### src/sv/krp_pkg.sv
// ----------------------------------------------------------------------------
// krp_pkg: shared types and constants for the k-means reassignment pass
// Opcodes, register indexes, controller states and the cell control group.
// ----------------------------------------------------------------------------
package krp_pkg;

  localparam int SUM_BITS      = 40;
  localparam int SDELTA_BITS   = 41;
  localparam int TALLY_BITS    = 24;
  localparam int CLASS_BITS    = 5;
  localparam int CFG_IDX_BITS  = 2;
  localparam int CFG_DATA_BITS = 5;

  localparam logic [TALLY_BITS-1:0] TALLY_MAX = '1;

  localparam logic [CFG_IDX_BITS-1:0] REG_ACTIVE_CLASSES = 2'd0;
  localparam logic [CFG_IDX_BITS-1:0] REG_ACTIVE_BANDS   = 2'd1;

  typedef enum logic [1:0] {
    OP_LOAD_COUNT = 2'd0,
    OP_LOAD_SUM   = 2'd1,
    OP_POINT      = 2'd2,
    OP_ABORT      = 2'd3
  } op_t;

  typedef enum logic [3:0] {
    ST_IDLE,
    ST_CLASS,
    ST_PROD,
    ST_SQ_GO,
    ST_SQ_WAIT,
    ST_X_GO,
    ST_X_WAIT,
    ST_NEXT,
    ST_APPLY,
    ST_EMIT
  } state_t;

  typedef struct packed {
    logic       shift;
    logic       clr;
    logic       wr_count;
    logic       wr_sum;
    logic [2:0] band;
  } cell_ctl_t;

endpackage

### src/sv/krp_cell.sv
// ----------------------------------------------------------------------------
// krp_cell: one class record in the rotating class chain
// Holds count, band sums and pending deltas; takes its neighbor's record on shift.
// ----------------------------------------------------------------------------
module krp_cell #(
  parameter int BANDS      = 4,
  parameter int COUNT_BITS = 24
) (
  input  logic                                         clk,
  input  logic                                         rst,
  input  krp_pkg::cell_ctl_t                           ctl,
  input  logic                                         sel,
  input  logic [krp_pkg::SUM_BITS-1:0]                 load_value,
  input  logic [COUNT_BITS-1:0]                        nxt_count,
  input  logic [BANDS-1:0][krp_pkg::SUM_BITS-1:0]      nxt_sum,
  input  logic [COUNT_BITS:0]                          nxt_cd,
  input  logic [BANDS-1:0][krp_pkg::SDELTA_BITS-1:0]   nxt_sd,
  output logic [COUNT_BITS-1:0]                        count,
  output logic [BANDS-1:0][krp_pkg::SUM_BITS-1:0]      sum,
  output logic [COUNT_BITS:0]                          cd,
  output logic [BANDS-1:0][krp_pkg::SDELTA_BITS-1:0]   sd
);

  always_ff @(posedge clk) begin
    if (rst) begin
      count <= '0;
      sum   <= '0;
      cd    <= '0;
      sd    <= '0;
    end else if (ctl.shift) begin
      count <= nxt_count;
      sum   <= nxt_sum;
      cd    <= nxt_cd;
      sd    <= nxt_sd;
    end else begin
      if (sel && ctl.wr_count) begin
        count <= load_value[COUNT_BITS-1:0];
      end
      if (sel && ctl.wr_sum) begin
        for (int j = 0; j < BANDS; j++) begin
          if (ctl.band == 3'(j)) begin
            sum[j] <= load_value;
          end
        end
      end
      if (ctl.clr) begin
        cd <= '0;
        sd <= '0;
      end
    end
  end

endmodule

### config.mk
export PLATFORM = sky130hd
export DESIGN_NAME = krp_cell
export DESIGN_NICKNAME = d
export VERILOG_FILES = /design/src/sv/krp_pkg.sv /design/src/sv/krp_cell.sv
export SDC_FILE = /design/constraint.sdc
export NUM_CORES = 1
export LEC_CHECK = 0
export BUFFER_PORTS_ARGS = -buffer_cell sky130_fd_sc_hd__buf_4
export CAP_MARGIN = 0
export CORE_AREA = 10 10 300 302
export DETAILED_ROUTE_END_ITERATION = 10
export DIE_AREA = 0 0 310 312
export HOLD_SLACK_MARGIN = 0.08
export PLACE_DENSITY = 0.41
export SETUP_SLACK_MARGIN = 0.2
export SYNTH_ARGS = -nofsm -noshare
export SYNTH_HDL_FRONTEND = slang
export SYNTH_SLANG_ARGS = --single-unit
### constraint.sdc
create_clock -name clk -period 1.6 [get_ports clk]
set_clock_uncertainty 0.1 [all_clocks]
set_input_delay 0.32 -clock clk [delete_from_list [all_inputs] [get_ports clk]]
set_output_delay 0.32 -clock clk [all_outputs]
set_load 0.02 [all_outputs]
; After elaboration in Yosys (flattened, before gate mapping)
; Cells that the tools add are included.
[totals]
regBits = 373
out_inout_bits = 373
elab_cells = 39
[op_classes]
eq_ne = 3
n_mux = 12
reduce_logical = 14
[op_table]
columns = cell, n
row1 = $mux 164, 2
row2 = $mux 160, 2
row3 = $mux 40, 4
row4 = $mux 25, 2
row5 = $mux 24, 2
row6 = $reduce_bool 2->1, 7
row7 = $reduce_and 2->1, 4
row8 = $eq 3x2->1 const B, 2
row9 = $eq 3x1->1 const B, 1
row10 = $logic_not 3->1, 1
row11 = $logic_and 1x1->1, 2

; Depth between registers and ports, before layout
[depth]
ltp_word = 4
mapped_depth = 6

; Least setup slack after synthesis
; Ideal clock, no wire load.
[synth_path]
kind = input-to-reg
start = in ctl[6] in the netlist's numbering
end = reg sum[116] in the netlist's numbering
t_arrival_ps = 1245
required_ps = 1348
slack_ps = 103
path_stages = 4
n_path_buf = 3
path_cell_list = buf_2 clkbuf_1 clkbuf_1 a221oi_2
[synth_between]
elab_chain_cells = 2
elab_cells_between_ends = 4
cone_classes = mux: 1 / reduce/logical: 3
[synth_lines]
columns = item, line_no
row1 = start: declaration, krp_cell.sv:11  ; input krp_pkg::cell_ctl_t ctl,
row2 = $reduce_bool 2->1 (no line), --
row3 = $reduce_and 2->1 (no line), --
row4 = end signal: assignment, krp_cell.sv:32  ; sum <= nxt_sum;
row5 = end signal: indexed assignment, krp_cell.sv:42  ; sum[j] <= load_value;
row6 = end: declaration, krp_cell.sv:19  ; output logic [BANDS-1:0][krp_pkg::SUM_BITS-1:0] sum,
; Parallel ways exist; a longest one is shown, timed or not.
; A chain may end at the register's enable or synchronous reset.

; Final worst setup path
[layout_path]
start = reg sum[9] in the netlist's numbering
end = out sum[9] in the netlist's numbering
; No word-level cell between the ends.

==> impl_metrics.json <==
{
  "synth.area.top_cells": "dfxtp_1 (44%), a221oi_2 (14%), nor3b_1 (8.3%), a21oi_1 (7.9%), o21ai_0 (4.7%)",
  "cts_tree": "built",
  "critPathArrivalTime_ns": 1.08,
  "clk_path_buf_depth": 3,
  "wl_um": 96700,
  "setup_viol": 0,
  "area_delta_synth_final_pct": 94.2,
  "drc": 0,
  "r2r_start": "sum[122]",
  "cp_max_fo": 2,
  "outcome": "finished, final reports clean",
  "powerDensity_mw_per_mm2": 839,
  "syn_area_mm2": 0.0171,
  "clk_pin_slew_ns": 0.06,
  "clkPwrFrac_pct": 38.5,
  "internal_power_mw": 19.8,
  "slowest_stage": "dfxtp_4",
  "crit_buf_inv": 1,
  "register_area_mm2": 0.00796,
  "slew_headroom_pct": 51.0,
  "cts.sinks": 373,
  "synth_top_area_share_pct": 43.6,
  "n_fill_cell": 8358,
  "switching_share_pct": 29.1,
  "p_leak_nw": 14.0,
  "drive_above_1_share_pct": 50.9,
  "dieHeight_um": 312,
  "cts_buffers": 48,
  "worst_slack_ns": 0.0973,
  "coreArea_mm2": 0.0843,
  "grt_pass1_vias": 21500,
  "worst_setup_path_end_kind": "output port",
  "start_util_pct": 20.3,
  "fin_crit_sh_pct": 93.9,
  "wl_per_cell_um": 22.6,
  "whs_path_depth": 3,
  "drt_pass1_iterations": 5,
  "synth_area_leader_cell": "dfxtp_1",
  "cts-root-buf": "clkbuf_16",
  "crit_family": "flip-flops",
  "grt_max_degree": 81,
  "rsz0062_at_grt": "true",
  "crit_chain": "buf_8",
  "peakVddDrop_mv": 0.668,
  "clkLatencyLatePin_ns": 0.57,
  "min-delay-start": "ctl[6]",
  "avgSynthCellArea_um2": 8.84,
  "crit_cells": 1,
  "layout_common_cells": "buf_4 (522), dlygate4sd3_1 (421), buf_6 (370), dfxtp_2 (364), a21oi_1 (231)",
  "drt.antenna.violating_nets": 0,
  "io_buffers": 795,
  "reg2reg_slack_ns": 0.56,
  "placed_area_mm2": 0.0253,
  "ys_ff_latch": 373,
  "ys_types": 23,
  "worstSetupPathType": "reg2out",
  "rows": 107,
  "antenna_found_initial": 13,
  "stdcell_area_mm2": 0.0333,
  "grt_use_total_pct": 19.0,
  "grt_pass1_wl_um": 141000,
  "share_comb_of_total_power_pct": 24.3,
  "hp-class": "in2reg",
  "start_kind": "flip-flop",
  "drtIter0Drc": 920,
  "yosys_warnings": 0,
  "dp_hpwl_um": 71400,
  "hold_viol_final": 0,
  "r2r_end": "sum[122]",
  "die_x_um": 310,
  "worstRegToRegCells": 4,
  "synth_cells": 1940,
  "worstPathRequired_ns": 1.18,
  "vias": 19800,
  "gr-total-overflow": 0,
  "gp_congestion": 0.805,
  "p_seq_share_pct": 37.2,
  "syn_nets": 2363,
  "multi_input_area_mm2": 0.00836,
  "final_nets": 3566,
  "utilization_pct": 39.5,
  "dieArea_mm2": 0.0967,
  "place_ws_ns": -0.120,
  "period_needed_ns": 1.50,
  "vias_per_cell": 4.62,
  "hold_path_end": "sum[43]",
  "finalMaxSlewViolations": 0,
  "ios": 796,
  "layout_commonest_cell": "buf_4",
  "cap_viol_max_count": 0,
  "worst_path_largest_cell_delay_ns": 0.37,
  "tightest_slew_ns": 0.735,
  "fmax_mhz": 665,
  "switching_power_mw": 8.12,
  "htreeDepth": 2,
  "seq_area_frac_synth_pct": 43.6
}
==> sequential cells by signal, summed over array words and instances (netlist names) <==
register	cells
sd	164
sum	160
cd	25
count	24
==> area by class of cell <==
| class | count | area share (%) |
|---|---|---|
| multi-input cells | 1188 | 25.1 |
| clock inverters | 14 | 0.368 |
| inverters | 161 | 1.82 |
| diodes | 11 | 0.0827 |
| flip-flops and latches | 373 | 23.9 |
| repair buffers | 1371 | 40.4 |
| well taps | 1090 | 4.10 |
| clock buffers | 71 | 4.23 |
==> cell families after synthesis <==
logic type / share of synthesized area (%)
compound gates: 30.5
simple gates: 16.6
buf+inv: 9.35
flops: 43.6
==> stage by stage <==
step,hold WS (ns),setup TNS (ns),total power [mW],instances
final,0.130,0,27.9,4279
after global routing,0.108,0,29.2,4271
after CTS,0.0858,0,28.3,4262
after detailed placement,0.394,-9.28,15.8,3734
after global placement,0.385,-5.95,15.8,3734
after floorplan,0.365,0,12.9,1940
==> cells in the mapped netlist (all sizes together) <==
master,n
dfxtp,373
a21oi,269
nor2,189
nor3b,189
inv,161
a221oi,160
o21ai,160
clkbuf,137
buf,81
a31oi,80
nor2b,64
a211oi,24
and3,24
nor3,24
and4b,1
and4bb,1
nand2,1
nand4b,1
nand4bb,1
==> what timing repair did <==
action / in CTS / in global routing
gates resized for setup: 752 / 23
setup endpoints to repair: 373 / 393
buffers inserted: 14 / 13
hold buffers: 429 / 4
gates cloned: 0 / 0
endpoints found under the hold margin: 373 / 11
pin swaps: 0 / 1
==> worst max-delay path by stage <==
stage | start | endpoint | slack (ns)
after global routing | sum[157] | sum[157] | 0.03
after global placement | ctl[0] | sum[6] | -0.09
final | sum[9] | sum[9] | 0.1
after detailed placement | ctl[0] | sum[87] | -0.12
after CTS | sum[157] | sum[157] | 0.04
after floorplan | rst | sum[100] | 0.15
==> routing by layer <==
| layer | vias to the layer above | global-route usage [%] | share of wire [%] |
|---|---|---|---|
| li1 | 9323 | - | - |
| met1 | 9547 | 21.5 | 39 |
| met2 | 699 | 32.9 | 49 |
| met3 | 175 | 5.89 | 8.2 |
| met4 | 6 | 7.10 | 4.1 |
| met5 | - | 0 | 0.029 |
==> power groups by stage <==
stage | Sequential [mW] | Clock (mW) | Combinational [mW]
global route | 10.5 | 11.5 | 7.21
finish | 10.4 | 10.8 | 6.77
global placement | 10.4 | 0 | 5.40
floorplan | 11.0 | 0 | 1.92
detailed placement | 10.4 | 0 | 5.47
CTS | 10.4 | 11.2 | 6.78
Power figures use the tool's default switching activity.
