[config.mk]
export PLATFORM = sky130hd
export DESIGN_NAME = krp_sermul
export DESIGN_NICKNAME = d
export VERILOG_FILES = /design/src/sv/krp_sermul.sv
export SDC_FILE = /design/constraint.sdc
export NUM_CORES = 1
export LEC_CHECK = 0
export BUFFER_PORTS_ARGS = -buffer_cell sky130_fd_sc_hd__buf_4
export CORE_MARGIN = 4
export CORE_UTILIZATION = 40
export DETAILED_ROUTE_END_ITERATION = 12
export GPL_ROUTABILITY_DRIVEN = 0
export SYNTH_ARGS = -nofsm -noshare
export SYNTH_HDL_FRONTEND = slang
export SYNTH_SLANG_ARGS = --single-unit
[constraint.sdc]
create_clock -name clk -period 2.95 [get_ports clk]
set_clock_uncertainty 0.05 [all_clocks]
set_input_delay 0.1475 -clock clk [delete_from_list [all_inputs] [get_ports clk]]
set_output_delay 0.1475 -clock clk [all_outputs]
set_load 0.05 [all_outputs]
[src/sv/krp_sermul.sv]
// ----------------------------------------------------------------------------
// krp_sermul: shift-and-add multiplier
// Consumes one bit of b per cycle; done pulses when the product is ready.
// ----------------------------------------------------------------------------
module krp_sermul #(
  parameter int AW = 40,
  parameter int BW = 40
) (
  input  logic             clk,
  input  logic             rst,
  input  logic             start,
  input  logic [AW-1:0]    a,
  input  logic [BW-1:0]    b,
  output logic             done,
  output logic [AW+BW-1:0] prod
);

  localparam int CW = $clog2(BW + 1);

  logic [AW+BW-1:0] ash;
  logic [BW-1:0]    bsh;
  logic [CW-1:0]    cnt;
  logic             run;

  always_ff @(posedge clk) begin
    if (rst) begin
      run  <= 1'b0;
      done <= 1'b0;
    end else if (start) begin
      run  <= 1'b1;
      done <= 1'b0;
    end else if (run) begin
      done <= (cnt == CW'(BW - 1));
      run  <= (cnt != CW'(BW - 1));
    end else begin
      done <= 1'b0;
    end
  end

  always_ff @(posedge clk) begin
    if (start) begin
      prod <= '0;
      ash  <= (AW+BW)'(a);
      bsh  <= b;
      cnt  <= '0;
    end else if (run) begin
      if (bsh[0]) begin
        prod <= prod + ash;
      end
      ash <= ash << 1;
      bsh <= bsh >> 1;
      cnt <= cnt + CW'(1);
    end
  end

endmodule

---- Word-level counts from Yosys, hierarchy flattened ----
Index checks and enable logic that the tools add are counted.
operators by class
  muxes and demuxes ....................... 6
  bitwise logic cells ..................... 1
  eq/ne operators ......................... 2
  add/subtract/negate cells ............... 2
  reduce and logical (&&, ||, !) cells .... 3
operator list
  operator             count
  $mux 40              4
  $add 80x80->80       1
  $add 6x1->6 const B  1
  $eq 6x6->1 const B   1
  $ne 6x6->1 const B   1
  $reduce_or 3->1      1
  $mux 1               2
  $reduce_and 2->1     1
  $reduce_bool 2->1    1
  $not 1->1            1
word-level totals
  logic and storage cells ................. 21
  input port bits ......................... 83
  output and inout bits ................... 81
  register bits after elaboration ......... 208

---- Logic depth before layout (Yosys ltp) ----
Gate-level depths: netlist of the first run.
  depth in word-level cells ............... 3
  gate-level depth with buffers ........... 13
  gate-level depth less buffers ........... 13

---- Worst setup path before layout of the first run ----
No wires, ideal clock.
  path type ............................... register to register
  start ................................... register prod[13]
  end ..................................... register prod[78]
  arrival time ............................ 3,292 ps
  slack ................................... -455 ps
  clock period less this slack ............ 3,405 ps
  path buffers ............................ 1
  data required time ...................... 2,837 ps
  library setup time ...................... 63 ps
  cell stages (with the launch flop) ...... 14
  path through ............................ dfxtp_1 -> ha_1 -> buf_4 -> nand4_2 -> or4_4 -> a211oi_2 -> or2b_1 -> nand3_2 -> nand2_2 -> a31oi_4 -> o41ai_2 -> nor2_2 -> or4_1 -> nand3_1
on the way
  longest elaborated chain between the ends .. 1
ends and longest elaborated chain
  item                    RTL line  source
  start, declared         15        output logic [AW+BW-1:0] prod
  start signal, assigned  48        prod <= prod + ash;
  $add 80x80->80          48
Every way passes these cells.
A chain may end at the register's enable or synchronous reset.

---- Final worst setup path of the first run ----
  start ................................... register ash[13]
  end ..................................... register prod[76]
on the way
  longest elaborated chain between the ends .. 1
ends and longest elaborated chain
  item                    RTL line  source
  start, declared         20        logic [AW+BW-1:0] ash;
  start signal, assigned  43        ash <= (AW+BW)'(a);
  start signal, assigned  50        ash <= ash << 1;
  $add 80x80->80          48
Every way passes these cells.

==> results.json, run 1 <==
{
  "outcome": "complete, but fails checks",
  "violations": "negative setup slack",
  "worst_pin_slew_ps": 645,
  "die_area_um2": 33700,
  "drc": 0,
  "antenna_found_initial": 0,
  "grt_usage": 0.212,
  "start_util": 0.404,
  "path_max_fanout": 4,
  "core.rowCount": 64,
  "wl_per_cell_um": 17.0,
  "power_frac_seq": 0.387,
  "required_ps": 3310,
  "path_cells": "ha_4, nand4_4, or4_4, a211oi_4, buf_6, o21bai_4, a211o_1, o211ai_1, o21ai_2, o221ai_2, a21boi_1, xor2_1, o21ai_1",
  "hold_class": "input pin to register",
  "grt_max_degree": 81,
  "grt_pass1_wl_mm": 59.7,
  "dr.pass1.iters": 6,
  "setup_violations": 24,
  "die_w_um": 184,
  "cp-end-kind": "register",
  "io_pins": 164,
  "whs_ps": 300,
  "synth_fp_nets": 1513,
  "synth_edf_count": 80,
  "grt_pass1_vias": 11800,
  "synth.avg_cell_area_um2": 9.14,
  "net-switching-power_mw": 2.42,
  "swShare": 0.284,
  "synth_flop_cell": "dfxtp_1",
  "antenna_left": 0,
  "via_per_inst": 5.27,
  "cp_top_family": "compound AO/OA/AOI/OAI gates",
  "syn_to_final_growth_pct": 50.5,
  "p_leak_nw": 7.77,
  "numCtsBuffers": 26,
  "core-area_um2": 30500,
  "syn-cell-area_um2": 12300,
  "fmax_mhz": 314,
  "dp.final_hpwl_mm": 26.3,
  "clockPowerShare": 0.368,
  "totalPowerFinal_mw": 8.53,
  "clockBufferDepth": 3,
  "synth_top_area_share": 0.208,
  "root_buffer": "clkbuf_16",
  "ys_ff_latch": 208,
  "cp_num_buf_inv": 1,
  "cap_violations": 0,
  "cp-start-kind": "register",
  "yosysTopAreaCell": "dfxtp_1",
  "cts_tree": "yes",
  "worst_slack_ps": -240,
  "rsz0062_at_grt": "true",
  "synth-async-reset-ratio": 0,
  "portBuffers": 163,
  "finalMaxSlewViolations": 0,
  "max_stage_delay_ps": 530,
  "period_needed_ps": 3190,
  "diodes": 0,
  "clkTransAtPathRegs_ps": 60,
  "synth.distinct_cells": 69,
  "drive_gt1_frac": 0.396,
  "hold_viol": 0,
  "cp_slowest_cell": "or4_4",
  "insertion_delay_ps": 540,
  "drtIter0Drc": 525,
  "die_y_um": 184,
  "path_class": "register to register",
  "period_share": 1.08,
  "vias": 11700,
  "irDropWorstVdd_uv": 457,
  "synth.area.top_cells": "dfxtp_1 21%, edfxtp_1 19%, ha_1 8.1%",
  "nNetsFinal": 1975,
  "powerDensity_nw_per_um2": 460,
  "worstPathArrival_ps": 3550,
  "yosysWarnings": 0,
  "cts.htree.levels": 1,
  "totalWireLength_mm": 37.9,
  "maxSlewHeadroom": 0.566,
  "seq_area_frac_synth": 0.403,
  "syn_inst": 1349,
  "clock-sinks": 208,
  "gr-total-overflow": 0,
  "internal_power_mw": 6.11,
  "combPwrFrac": 0.245
}
-- Yosys cell counts (5+ instances only) --
master	instances
nand2_1	182
a21oi_1	155
dfxtp_1	128
nor2_1	114
o21ai_0	89
edfxtp_1	80
ha_1	80
mux2_2	78
xnor2_1	48
clkbuf_1	46
mux2i_1	42
nand4_1	30
a21o_1	27
inv_1	27
xor2_1	26
o21bai_1	20
nor3_1	16
nand3_1	14
or3_1	11
a211oi_1	9
a31oi_1	9
o211ai_1	9
o31ai_1	8
buf_4	7
a21boi_0	6
and3_1	6
or2_2	6
buf_1	5
nand2b_1	5
or4_1	5
-- flip-flops by register name, summed over array words and instances (netlist names) --
signal and flops:
done 1, run 1, prod 80, ash 80, cnt 6, bsh 40
-- cell type report --
type	instances	area, um2
well taps	396	495
multi-input cells	1048	8020
repair buffers	500	4060
flip-flops and latches	208	5040
inverters	27	101
clock buffers	44	821
clock inverters	3	20.0
fillers	2508	12000
-- worst min-delay path: stages --
cell	delay, ps
dlygate4sd3_1	540
buf_4	120
nor2_1	40
-- power groups by stage --
stage | sequential (mW) | clock [mW] | combinational, mW
after detailed placement | 3.34 | 0 | 1.76
after global routing | 3.32 | 3.33 | 2.26
after global placement | 3.33 | 0 | 1.74
final | 3.30 | 3.14 | 2.09
after CTS | 3.30 | 3.22 | 1.94
after floorplan | 3.49 | 0 | 0.874
-- cell families after synthesis --
family | after synthesis | synth area share
AND/OR/NAND/NOR | 411 | 0.148
XOR/XNOR | 74 | 0.0526
adder cells (fa/ha/maj) | 81 | 0.0828
flip-flops | 208 | 0.403
multiplexers | 120 | 0.105
buffers and inverters | 93 | 0.0335
AO/OA/AOI/OAI | 362 | 0.175
-- worst paths after layout --
kind	start	end	slack, ps	cells after the start
hold reg to reg	prod[72]	prod[72]	420	2
setup reg to reg	ash[13]	prod[76]	-240	13
hold / removal	rst	run	300	3
setup / recovery	ash[13]	prod[76]	-240	13
-- cells in the final DEF (no fill, tap or decap), types with 55 or more instances in the layout --
cell,count
a21oi_1,129
buf_4,397
dfxtp_1,89
dlygate4sd3_1,82
edfxtp_1,80
ha_1,55
mux2_2,78
nand2_1,174
nor2_1,106
-- stage by stage --
step / util / instances / worst slack (ps) / area (um2) / TNS (ps)
finish: 0.608 / 2226 / -240 / 18600 / -2420
floorplan: - / 1349 / -32.4 / 12600 / -37.0
detailed placement: 0.514 / 2061 / -357 / 15700 / -6350
global placement: 0.514 / 2061 / -301 / 15700 / -4550
global route: 0.608 / 2226 / -379 / 18600 / -7570
CTS: 0.584 / 2202 / -168 / 17800 / -1460
-- repair_timing --
action,4_1_cts,5_1_grt
hold buffers,82,0
setup buffers,14,29
endpoints found under the setup margin,46,51
endpoints found under the hold margin,95,0
resized for setup,85,140
pin swaps,37,63
-- routing by layer --
metal / GRT usage / up-vias / routed length [um]
li1: - / 5812 / -
met1: 0.265 / 5580 / 15800
met2: 0.368 / 271 / 18700
met3: 0.0421 / 76 / 2140
met4: 0.0676 / 0 / 1220
met5: 0 / - / 0
No activity file was read; power rests on OpenSTA's default activity.
==> inputs of run 2 (changes only) <==
--- a/config.mk
+++ b/config.mk
@@ -10,6 +10,7 @@
 export CORE_UTILIZATION = 40
 export DETAILED_ROUTE_END_ITERATION = 12
 export GPL_ROUTABILITY_DRIVEN = 0
+export SKIP_CTS_REPAIR_TIMING = 1
 export SYNTH_ARGS = -nofsm -noshare
 export SYNTH_HDL_FRONTEND = slang
 export SYNTH_SLANG_ARGS = --single-unit
==> run 2 against run 1 <==
The flow finishes with violations (negative hold slack, negative setup slack); final cell count is 0.45% lower; core utilization is 0.62 points lower; highest routed layer unchanged; global-route usage is 1.1 points lower.
==> results.json, run 2 (synthesis gave the netlist of run 1 again) <==
{
  "outcome": "complete, but fails checks",
  "violations": "negative hold slack, negative setup slack",
  "p_leak_nw": 7.70,
  "die_area_um2": 33700,
  "rsz0062_at_grt": "true",
  "whs_ps": -28.3,
  "worstPathArrival_ps": 3580,
  "setup_violations": 28,
  "die_w_um": 184,
  "clock-sinks": 208,
  "cap_violations": 0,
  "nNetsFinal": 1965,
  "clkTransAtPathRegs_ps": 60,
  "antenna_left": 0,
  "cts_tree": "yes",
  "powerDensity_nw_per_um2": 461,
  "dp.cells": 2061,
  "period_needed_ps": 3170,
  "finalNonFillerCells": 2216,
  "maxSlewHeadroom": 0.566,
  "grt_pass1_wl_mm": 56.6,
  "final_area_um2": 18400,
  "grt_pass1_vias": 11200,
  "cts.htree.levels": 1,
  "drive_gt1_frac": 0.388,
  "path_max_fanout": 4,
  "cp-start-kind": "register",
  "via_per_inst": 5.29,
  "r2r-end": "prod[76]",
  "drc": 0,
  "totalWireLength_mm": 37.2,
  "grt_usage": 0.201,
  "pre_cts_slack_ps": -357,
  "die_y_um": 184,
  "dr.pass1.iters": 5,
  "grt_max_degree": 81,
  "r2r_slack_ps": -220,
  "whs_path_depth": 2,
  "worst_pin_slew_ps": 645,
  "most-common-layout-cells": "395 x buf_4, 175 x nand2_1, 133 x a21oi_1",
  "fmax_mhz": 315,
  "io_pins": 164,
  "period_share": 1.08,
  "syn_to_final_growth_pct": 49.0,
  "root_buffer": "clkbuf_16",
  "holdCritStartpoint": "start",
  "portBuffers": 163,
  "cp-end-kind": "register",
  "mostFrequentLayoutCell": "buf_4",
  "required_ps": 3360,
  "diodes": 0,
  "hold_path_end": "ash[74]",
  "insertion_delay_ps": 540,
  "finalMaxSlewViolations": 0,
  "reg_top3": "ash (80), prod (80), bsh (40)",
  "hold_viol": 4,
  "irDropWorstVdd_uv": 444,
  "reg2reg_from": "ash[15]",
  "worst_slack_ps": -221,
  "hold_class": "input pin to register",
  "antenna_found_initial": 0,
  "wl_per_cell_um": 16.8,
  "path_class": "register to register",
  "vias": 11700,
  "numCtsBuffers": 26,
  "dp.final_hpwl_mm": 26.3,
  "gr-total-overflow": 0,
  "clockBufferDepth": 3,
  "place_area_um2": 15700,
  "start_util": 0.404,
  "drtIter0Drc": 532,
  "core-area_um2": 30500,
  "core.rowCount": 64,
  "reg2reg_depth": 13
}
run 2: worst max-delay path: stages, from the launching register on:
cell	delay, ps
edfxtp_1	420
ha_4	330
nand4_4	100
or4_4	520
a211oi_4	270
buf_4	170
o21bai_4	70
a211o_1	270
o211ai_1	190
o21ai_2	150
o221ai_2	170
a21boi_1	110
xor2_1	140
o21ai_0	130
run 2: final cells by class:
| class | count | area, um2 |
|---|---|---|
| clock buffer | 44 | 821 |
| sequential | 208 | 5040 |
| fill | 2548 | 12100 |
| tap | 396 | 495 |
| timing repair buffer | 490 | 3950 |
| inverter | 27 | 101 |
| clock inverter | 3 | 20.0 |
| multi-input combinational | 1048 | 7930 |
run 2: per-stage QoR:
step                hold WS (ps)  TNS [ps]  power, mW  utilization
finish                     -28.3     -3060       8.47        0.602
global route                20.9     -9090       8.85        0.602
CTS                         -293     -7630       8.27        0.541
detailed placement           278     -6350       5.10        0.514
global placement             276     -4550       5.07        0.514
floorplan                    170     -37.0       4.36            -
run 2: worst max-delay path by stage:
stage,start,endpoint,slack (ps),cells after the start
6_report,ash[15],prod[76],-220,13
2_1_floorplan,ash[13],prod[78],-30,13
3_3_place_gp,ash[13],prod[56],-300,12
5_1_grt,ash[9],prod[62],-390,13
4_1_cts,ash[11],prod[56],-380,12
3_5_place_dp,ash[11],prod[56],-360,12
run 2: metal layers:
metal | global-route usage | part of all wire
met3 | 0.0455 | 0.059
met5 | 0 | 0
met4 | 0.0632 | 0.033
met2 | 0.342 | 0.49
met1 | 0.255 | 0.42
run 2: report_power, final:
part           switching [mW]  total [mW]  internal, mW
clock network            1.25        3.13          1.88
logic                    1.03        2.04          1.02
registers               0.107        3.30          3.19
